===== config.mk =====
export PLATFORM = sky130hd
export DESIGN_NAME = lru_key_value_cache
export DESIGN_NICKNAME = d
export VERILOG_FILES = /design/src/rtl/core/lrukv_pkg.sv /design/src/rtl/core/lrukv_cell.sv /design/src/rtl/core/lru_key_value_cache.sv
export SDC_FILE = /design/constraint.sdc
export NUM_CORES = 1
export LEC_CHECK = 0
export ABC_AREA = 1
export BUFFER_PORTS_ARGS = -buffer_cell sky130_fd_sc_hd__buf_2
export CAP_MARGIN = 40
export CORE_MARGIN = 5
export CORE_UTILIZATION = 61
export CTS_CLUSTER_SIZE = 40
export DETAILED_ROUTE_END_ITERATION = 8
export PLACE_DENSITY_LB_ADDON = 0.1
export SETUP_SLACK_MARGIN = 0.2
export SLEW_MARGIN = 20
export SYNTH_ARGS = -nofsm -noshare
export SYNTH_HDL_FRONTEND = slang
export SYNTH_SLANG_ARGS = --single-unit
export TNS_END_PERCENT = 10

===== constraint.sdc =====
create_clock -name i_clk -period 13.72 [get_ports i_clk]
set_input_delay 2.744 -clock i_clk [delete_from_list [all_inputs] [get_ports i_clk]]
set_output_delay 2.744 -clock i_clk [all_outputs]
set_load 0.01 [all_outputs]

===== src/rtl/core/lrukv_pkg.sv =====
// lrukv_pkg: request/response payloads, cell-chain structs and constants
// for the LRU key-value cache. No dependencies.
package lrukv_pkg;

    localparam int KEY_W        = 32;
    localparam int VAL_W        = 32;
    localparam int CAPACITY_DEF = 4;

    // action codes
    localparam logic ACT_GET = 1'b0;
    localparam logic ACT_SET = 1'b1;

    // result on a get that misses
    localparam logic signed [VAL_W-1:0] MISS_VALUE = '1;

    typedef struct packed {
        logic                    action;
        logic signed [KEY_W-1:0] key;
        logic signed [VAL_W-1:0] value;
    } t_req;

    typedef struct packed {
        logic                    hit;
        logic signed [VAL_W-1:0] read_value;
        logic                    evicted;
    } t_rsp;

    // rippled from cell to cell, lowest index first
    typedef struct packed {
        logic                    found;      // a lower cell already matched
        logic                    free_seen;  // a lower cell is already free
        logic signed [VAL_W-1:0] hit_value;  // value of the first match
    } t_chain;

    // fed back to every cell from the end of the chain
    typedef struct packed {
        logic hit;
        logic any_free;
        logic is_set;
    } t_bcast;

endpackage


===== src/rtl/core/lrukv_cell.sv =====
// lrukv_cell: one cache entry (valid, key, value, recency rank) with its
// link in the match/free priority chain. Depends on lrukv_pkg.
module lrukv_cell #(
    parameter int RANK_W = 2
) (
    input  logic                  i_clk,
    input  logic                  i_rst_n,
    input  logic                  i_en,
    input  lrukv_pkg::t_req       i_req,
    input  lrukv_pkg::t_chain     i_chain,
    input  logic [RANK_W-1:0]     i_hit_rank,
    output lrukv_pkg::t_chain     o_chain,
    output logic [RANK_W-1:0]     o_hit_rank,
    input  lrukv_pkg::t_bcast     i_bc,
    input  logic [RANK_W-1:0]     i_touch_rank
);
    import lrukv_pkg::*;

    logic                    r_valid;
    logic signed [KEY_W-1:0] r_key;
    logic signed [VAL_W-1:0] r_value;
    logic [RANK_W-1:0]       r_rank;

    logic match, sel_hit, first_free;

    assign match      = r_valid && (r_key == i_req.key);
    assign sel_hit    = match && !i_chain.found;
    assign first_free = !r_valid && !i_chain.free_seen;

    assign o_chain.found     = i_chain.found | match;
    assign o_chain.free_seen = i_chain.free_seen | !r_valid;
    assign o_chain.hit_value = sel_hit ? r_value : i_chain.hit_value;
    assign o_hit_rank        = sel_hit ? r_rank : i_hit_rank;

    // control state
    always_ff @(posedge i_clk) begin
        if (!i_rst_n) begin
            r_valid <= 1'b0;
            r_rank  <= '0;
        end else if (i_en) begin
            if (i_bc.hit) begin
                if (sel_hit) begin
                    r_rank <= '0;
                end else if (r_valid && (r_rank < i_touch_rank)) begin
                    r_rank <= r_rank + 1'b1;
                end
            end else if (i_bc.is_set) begin
                if (i_bc.any_free) begin
                    if (first_free) begin
                        r_valid <= 1'b1;
                        r_rank  <= '0;
                    end else if (r_valid) begin
                        r_rank <= r_rank + 1'b1;
                    end
                end else if (r_rank == i_touch_rank) begin
                    r_rank <= '0;                  // victim slot reused
                end else begin
                    r_rank <= r_rank + 1'b1;
                end
            end
        end
    end

    // payload
    always_ff @(posedge i_clk) begin
        if (i_en) begin
            if (i_bc.hit) begin
                if (sel_hit && i_bc.is_set) begin
                    r_value <= i_req.value;
                end
            end else if (i_bc.is_set) begin
                if ((i_bc.any_free && first_free) ||
                    (!i_bc.any_free && (r_rank == i_touch_rank))) begin
                    r_key   <= i_req.key;
                    r_value <= i_req.value;
                end
            end
        end
    end

endmodule


===== src/rtl/core/lru_key_value_cache.sv =====
// lru_key_value_cache: top level, a chain of lrukv_cell entries plus the
// response register. Depends on lrukv_pkg and lrukv_cell.
//
// Fully associative key-value store of CAPACITY entries with least-recently-
// used replacement. Each request is a get or a set. When a request is taken,
// every cell compares its key at once, a priority chain from cell 0
// upward picks the lowest matching entry and the lowest free entry, and all
// ranks update on the same clock edge. The response appears in the output
// register on the next cycle. Throughput is one request per cycle; o_ready
// drops only while a response sits unaccepted, since the single output
// register is the only place a response can wait. Ranks run 0 (most recent)
// to n-1 over the n valid entries; when full the victim is the entry at rank
// CAPACITY-1. Valid marks clear at reset, so no clearing pass is needed.
module lru_key_value_cache #(
    parameter int CAPACITY = lrukv_pkg::CAPACITY_DEF
) (
    input  logic            i_clk,
    input  logic            i_rst_n,
    // request channel
    input  logic            i_valid,
    output logic            o_ready,
    input  lrukv_pkg::t_req i_req,
    // response channel
    output logic            o_valid,
    input  logic            i_ready,
    output lrukv_pkg::t_rsp o_rsp
);
    import lrukv_pkg::*;

    localparam int RANK_W = (CAPACITY > 1) ? $clog2(CAPACITY) : 1;

    logic              req_acc;
    t_chain            chain     [CAPACITY+1];
    logic [RANK_W-1:0] hit_rank  [CAPACITY+1];
    t_bcast            bc;
    logic [RANK_W-1:0] touch_rank;
    t_rsp              n_rsp;

    logic r_out_valid;
    t_rsp r_rsp;

    // a new request may enter whenever the response slot is empty or draining
    assign o_ready = !r_out_valid || i_ready;
    assign req_acc = i_valid && o_ready;

    assign chain[0]    = '{found: 1'b0, free_seen: 1'b0, hit_value: '0};
    assign hit_rank[0] = '0;

    genvar g;
    generate
        for (g = 0; g < CAPACITY; g++) begin : g_cell
            lrukv_cell #(
                .RANK_W (RANK_W)
            ) u_cell (
                .i_clk        (i_clk),
                .i_rst_n      (i_rst_n),
                .i_en         (req_acc),
                .i_req        (i_req),
                .i_chain      (chain[g]),
                .i_hit_rank   (hit_rank[g]),
                .o_chain      (chain[g+1]),
                .o_hit_rank   (hit_rank[g+1]),
                .i_bc         (bc),
                .i_touch_rank (touch_rank)
            );
        end
    endgenerate

    // end of chain fed back to every cell
    assign bc.hit      = chain[CAPACITY].found;
    assign bc.any_free = chain[CAPACITY].free_seen;
    assign bc.is_set   = (i_req.action == ACT_SET);

    // hit: ranks below the touched one shift up; full miss: victim is the
    // oldest rank, and everything else shifts up
    assign touch_rank = bc.hit ? hit_rank[CAPACITY] : RANK_W'(CAPACITY - 1);

    always_comb begin
        n_rsp.hit        = bc.hit;
        n_rsp.read_value = '0;
        n_rsp.evicted    = 1'b0;
        if (!bc.is_set) begin
            n_rsp.read_value = bc.hit ? chain[CAPACITY].hit_value : MISS_VALUE;
        end else begin
            n_rsp.evicted = !bc.hit && !bc.any_free;
        end
    end

    always_ff @(posedge i_clk) begin
        if (!i_rst_n) begin
            r_out_valid <= 1'b0;
        end else if (req_acc) begin
            r_out_valid <= 1'b1;
        end else if (i_ready) begin
            r_out_valid <= 1'b0;
        end
    end

    always_ff @(posedge i_clk) begin
        if (req_acc) begin
            r_rsp <= n_rsp;
        end
    end

    assign o_valid = r_out_valid;
    assign o_rsp   = r_rsp;

endmodule


==> After elaboration in Yosys (flattened, before gate mapping) <==
Cells that the tools add are included.
{ "totals": {"ff_bits": 303, "in_bits": 69, "output_inout_bits": 36, "elab_cells": 180} }
{ "classes": {"add_sub_neg": 4, "magnitude_cmp": 4, "eq_ne": 19, "mux": 59, "bitwise_logic": 7, "reduce_logical": 67} }
{ "ops": {"columns": ["operator", "n"], "rows": [
  ["two-way mux 32 bit", 21],
  ["equality test 32 bit", 4],
  ["two-way mux 2 bit", 36],
  ["AND reduction 4 bit", 12],
  ["logical AND 1 bit", 28],
  ["AND reduction 5 bit", 3],
  ["zero test 1 bit", 12],
  ["!= test 3 x 1 -> 1 bit, second input constant", 4],
  ["!= test 4 x 2 -> 1 bit, second input constant", 3],
  ["nonzero test 2 bit", 6],
  ["adder 2 x 1 -> 2 bit, second input constant", 4],
  ["equality test 2 bit", 4],
  ["less-than comparator 2 bit", 4],
  ["!= test 2 x 1 -> 1 bit, second input constant", 4],
  ["bitwise OR 1 bit", 6],
  ["logical OR 1 bit", 5],
  ["AND reduction 3 bit", 1],
  ["two-way mux 1 bit", 2],
  ["inverter 1 bit", 1]
]} }

==> Logic depth before layout (Yosys ltp) <==
{ "logic_depth": {"ltp_word": 14, "ltp_mapped": 28, "mapped_depth_nobuf": 26} }

==> Modules after synthesis <==
Synthesis repeated with hierarchy kept, for this count alone.
{ "unflattened": {"hier_cells": 1773, "area_unflattened_um2": 15567.4} }
{ "by_module_without_submodules": {"columns": ["mod", "instances", "cells_per_inst", "area_per_inst_um2"], "rows": [
  ["lrukv_cell at g_cell[1].u_cell ...", 3, 454, 3544.6],
  ["lrukv_cell at g_cell[0].u_cell", 1, 292, 3339.5],
  ["lru_key_value_cache", 1, 119, 1594.0]
]} }

==> Least setup slack after synthesis <==
OpenSTA, ideal clock, no wires.
{ "synth_timing": {"path_type": "in2reg", "from": "input port i_req[36] in the netlist's numbering", "to": "register g_cell[3].u_cell.r_value[0], enable pin", "t_arrival_ns": 7.385, "path_slack_ns": 5.865, "path_stages": 19, "n_path_buf": 3, "path_cell_list": "buf_2 > xor2_1 > nor3_1 > nand3_2 > nor2_8 > nor2_4 > nand2_2 > buf_4 > buf_6 > o221ai_2 > o211ai_1 > nand2_1 > ha_1 > nand2_1 > nand2_1 > nand2_1 > nand2_1 > nand2_1 > a211oi_1"} }
{ "synth_via": {"elab_chain_cells": 13, "word_cells_on_any_way": 30, "cone_classes": "eq/ne: 6; mux: 5; bitwise: 3; reduce/logical: 16"} }
{ "synth_lines": {"columns": ["element", "line", "source"], "rows": [
  ["start, declared", "lru_key_value_cache.sv:22", "input lrukv_pkg::t_req i_req,"],
  ["equality test 32 bit", "lrukv_cell.sv:26", "assign match = r_valid && (r_key == i_req.key);"],
  ["logical AND 1 bit", "lrukv_cell.sv:26", null],
  ["zero test 1 bit or bitwise OR 1 bit (tied branches)", "lrukv_cell.sv:27, lrukv_cell.sv:30", null],
  ["logical AND 1 bit, or another cell as far along", "lrukv_cell.sv:27", "assign sel_hit = match && !i_chain.found;"],
  ["two-way mux 2 bit, or another cell as far along", "lrukv_cell.sv:33", "assign o_hit_rank = sel_hit ? r_rank : i_hit_rank;"],
  ["two-way mux 2 bit or logical AND 1 bit (tied branches)", "lrukv_cell.sv:33, lrukv_cell.sv:27", null],
  ["two-way mux 2 bit", "lrukv_cell.sv:33", null],
  ["two-way mux 2 bit", "lru_key_value_cache.sv:76", "assign touch_rank = bc.hit ? hit_rank[CAPACITY] : RANK_W'(CAPACITY - 1);"],
  ["equality test 2 bit", "lrukv_cell.sv:73", "(!i_bc.any_free && (r_rank == i_touch_rank))) begin"],
  ["logical AND 1 bit", "lrukv_cell.sv:73", null],
  ["logical OR 1 bit", "lrukv_cell.sv:72", "if ((i_bc.any_free && first_free) ||"],
  ["nonzero test 2 bit (no line)", null, null],
  ["AND reduction 4 bit (no line) *", null, null],
  ["end signal, assigned", "lrukv_cell.sv:69", "r_value <= i_req.value;"],
  ["end signal, assigned", "lrukv_cell.sv:75", "r_value <= i_req.value;"],
  ["end, declared", "lrukv_cell.sv:21", "logic signed [VAL_W-1:0] r_value;"]
]} }
Mark *: on every way between the ends. The rest lies on a longest branch, timed or not.
A chain may end at the register's enable or synchronous reset.

==> Worst setup path after layout <==
{ "layout_timing": {"from": "input port i_req[61] in the netlist's numbering", "to": "register g_cell[3].u_cell.r_value[13], enable pin"} }
Same word-level chain as after synthesis.

==> out/metrics.csv <==
metric;value;unit
setup slack, reg-to-reg;8630;ps
WP data arrival;7210;ps
multi-input logic area;5330;sq um
CP Max Fanout;69;
nets@finish;1774;
Comb power frac;7.6;%
GPL Wtd Cong;0.995;
CTS Sinks;303;
post-synthesis sequential area ratio;59.5;%
CP Class;in -> reg;
Pwr Density;119;nW/um^2
post-synthesis instance total;1586;
Post-synth EDFFs;290;
Synth async-reset ratio;0;%
R2R Path Start;g_cell[0].u_cell.r_key[29]$_DFFE_PP_;
crit-path cells;buf_2 -> xnor2_1 -> nand2_1 -> nor3_1 -> nand3_2 -> nor2_8 -> nor2_4 -> nand2_2 -> buf_4 -> nand3_1 -> a31oi_1 -> ha_1 -> nand2_1 -> nand2_1 -> nand2_1 -> nand2_1 -> nand2_1 -> a211oi_4 -> buf_4;
Longest Clk Path Bufs;3;
Max-slew headroom;42.4;%
most frequent cells after synthesis;472 x nand2_1, 290 x edfxtp_1, 181 x nor2_1;
Critical Path End Type;flop;
1st-iter DRT viols;1612;
H-Tree Depth;1;
Worst R2R End;g_cell[3].u_cell.r_value[13]$_DFFE_PP_;
outcome;finished clean;
CTS-repair resized insts;0;
Worst path max stage delay;630;ps
Overall Power;2.02;mW
Residual DRC;0;
RSZ-0062 raised after global routing;false;
skew final;25.5;ps
CTS tree;yes;
Synth Area per Inst;9.51;sq um
crit start category;input port;
endpoints failing setup;0;
Total GRT Usage;31.3;%
reg2reg path depth;18;
max-cap viol count;0;
Critical path origin;i_req[61];
DIE AREA;28000;sq um
end of the critical path;g_cell[3].u_cell.r_value[13]$_DFFE_PP_;
Reg area;8970;sq um
vias post-DR;12004;
Yosys cell types;41;
area leader, netlist;edfxtp_1;
drt total wl;44.8;mm
largest net degree at the start of global routing;70;
Worst-Margin Slew;863;ps
DRT Pass-1 Iters;6;
Yosys reg bits;303;
yosys synthesis warning count;0;
Mapped Area;15100;sq um
initial antenna violation count;3;
I/O pin total;105;
row count;57;
area growth from synthesis to layout;13.0;%
Psw;474;uW
Post-CTS Setup Bufs;0;
top-count cell post-synth;nand2_1;
CP Data Required Time;13940;ps
Skew-Pair Late Insertion Delay;580;ps
clock-pin slew on the worst setup and hold paths;60;ps
ranking of synthesized cells by area;edfxtp_1 58%, nand2_1 12%, nor2_1 4.5%;
antenna-violating nets left;0;
clock network power share;40.8;%
fraction of layout cells with a size suffix above 1;13.9;%
chip width;167;microns
total CTS buffers;30;
CORE AREA;24300;sq um
Final Critical Period;7000;ps
main flop type after synthesis;edfxtp_1;
Leak;6.93;nW
Wirelength per Cell;21.9;microns
Initial Util;62.0;%
hold_buf cts;0;
setup TNS;0;ps
Hold Path Class;reg -> reg;
Max IR drop VDD;129;uV
Vias/cell;5.87;
slowest CP cell;buf_4;
clk root buf;clkbuf_16;
Fin. Hold Viols;0;
Reg power frac;51.7;%
Die Height;167;microns
Inserted Diodes;0;
Post-Syn Nets;1663;
Synth top area share;57.7;%
fin. max-slew vios;0;
hpwl dp;32.4;mm
Int Pwr;1.55;mW
vias in the first global route;11218;
fmax;143;MHz
# fillers;1805;
first-pass GRT wire length;67.4;mm
most frequent cell on the critical path;nand2_1;
sw frac;23.5;%
PortBufs;104;
gr ovfl total;0;
fin crit share;51.0;%
[cell families after synthesis]
group | after synthesis | share of synthesized area [%]
adders and majority gates | 8 | 0.664
AOI/OAI and AO/OA | 139 | 6.32
buffers and inverters | 208 | 5.67
DFF | 303 | 59.5
xor gates and xnor gates | 54 | 3.14
and+or+nand+nor | 874 | 24.8
[worst min path at each step]
stage,from,endpoint,slack (ps),depth (start not counted)
after floorplan,g_cell[0].u_cell.r_rank[1]$_SDFFE_PN0P_,g_cell[0].u_cell.r_rank[1]$_SDFFE_PN0P_,480,2
after global placement,o_valid$_SDFFE_PN0P_,o_valid$_SDFFE_PN0P_,490,2
after detailed placement,g_cell[0].u_cell.r_rank[1]$_SDFFE_PN0P_,g_cell[0].u_cell.r_rank[1]$_SDFFE_PN0P_,520,2
after CTS,g_cell[3].u_cell.r_rank[1]$_SDFFE_PN0P_,g_cell[3].u_cell.r_rank[1]$_SDFFE_PN0P_,540,2
after global routing,o_valid$_SDFFE_PN0P_,o_valid$_SDFFE_PN0P_,580,2
final,g_cell[3].u_cell.r_rank[1]$_SDFFE_PN0P_,g_cell[3].u_cell.r_rank[1]$_SDFFE_PN0P_,540,2
[per-layer routing]
metal	part of all wire [%]	global-route usage, %
met1	42	48.9
met3	11	4.81
met4	2.2	6.18
met5	0.056	0
met2	45	47.5
[through the flow]
step	cells	hold WS, ps	setup slack, ps	instance area, sq um	utilization [%]
2_1_floorplan	1586	480	5870	15100	-
3_3_place_gp	1984	487	6140	15900	65.5
3_5_place_dp	1988	521	6260	16000	65.9
4_1_cts	2044	537	6830	17000	70.0
5_1_grt	2045	583	6390	17000	70.1
6_report	2045	540	6720	17000	70.1
[cell usage in the layout, fill, tap and decap left out, drive strengths merged]
cell type | Yosys | routed
a21oi | 47 | 47
a31oi | 1 | 1
nand2 | 475 | 475
nand3 | 109 | 109
edfxtp | 290 | 290
and3 | 1 | 1
clkbuf | 14 | 34
nand3b | 3 | 3
nand4 | 56 | 56
dfxtp | 13 | 13
clkinvlp | 0 | 3
buf | 25 | 118
o31ai | 2 | 2
and2 | 29 | 29
a211oi | 5 | 5
bufinv | 0 | 3
inv | 168 | 170
nor3 | 7 | 7
nor2 | 185 | 185
o221ai | 1 | 1
nor3b | 3 | 3
o21ai | 50 | 50
or2 | 6 | 6
o211ai | 33 | 33
ha | 8 | 8
clkinv | 1 | 15
xnor2 | 46 | 46
xor2 | 8 | 8
[registers in the layout (all words and copies together), names as in the netlist]
signal,flops
g_cell.u_cell.r_value,128
o_valid,1
o_rsp,34
g_cell.u_cell.r_key,128
g_cell.u_cell.r_rank,8
g_cell.u_cell.r_valid,4
[worst max-delay path, delay by kind of cell]
kind | cells | cell delay (ps)
buffers and inverters | 3 | 1250
adders and majority gates | 1 | 230
AOI/OAI and AO/OA | 2 | 630
and+or+nand+nor | 12 | 1910
xor gates and xnor gates | 1 | 310
[power by group through the flow]
stage | Clock, mW | Sequential, mW | Combinational [mW]
after floorplan | 0 | 1.07 | 0.0765
after global placement | 0 | 1.06 | 0.145
after detailed placement | 0 | 1.06 | 0.148
after CTS | 0.831 | 1.04 | 0.149
after global routing | 0.877 | 1.04 | 0.165
final | 0.824 | 1.04 | 0.153
[layout make-up]
| type | instances | share of cell area, % |
|---|---|---|
| Clock buffer | 34 | 4.55 |
| Clock inverter | 22 | 1.30 |
| Inverter | 169 | 3.72 |
| Multi-Input combinational cell | 1075 | 31.3 |
| Sequential cell | 303 | 52.6 |
| Tap cell | 324 | 2.38 |
| Timing Repair Buffer | 118 | 4.17 |
Power figures use the tool's default switching activity.
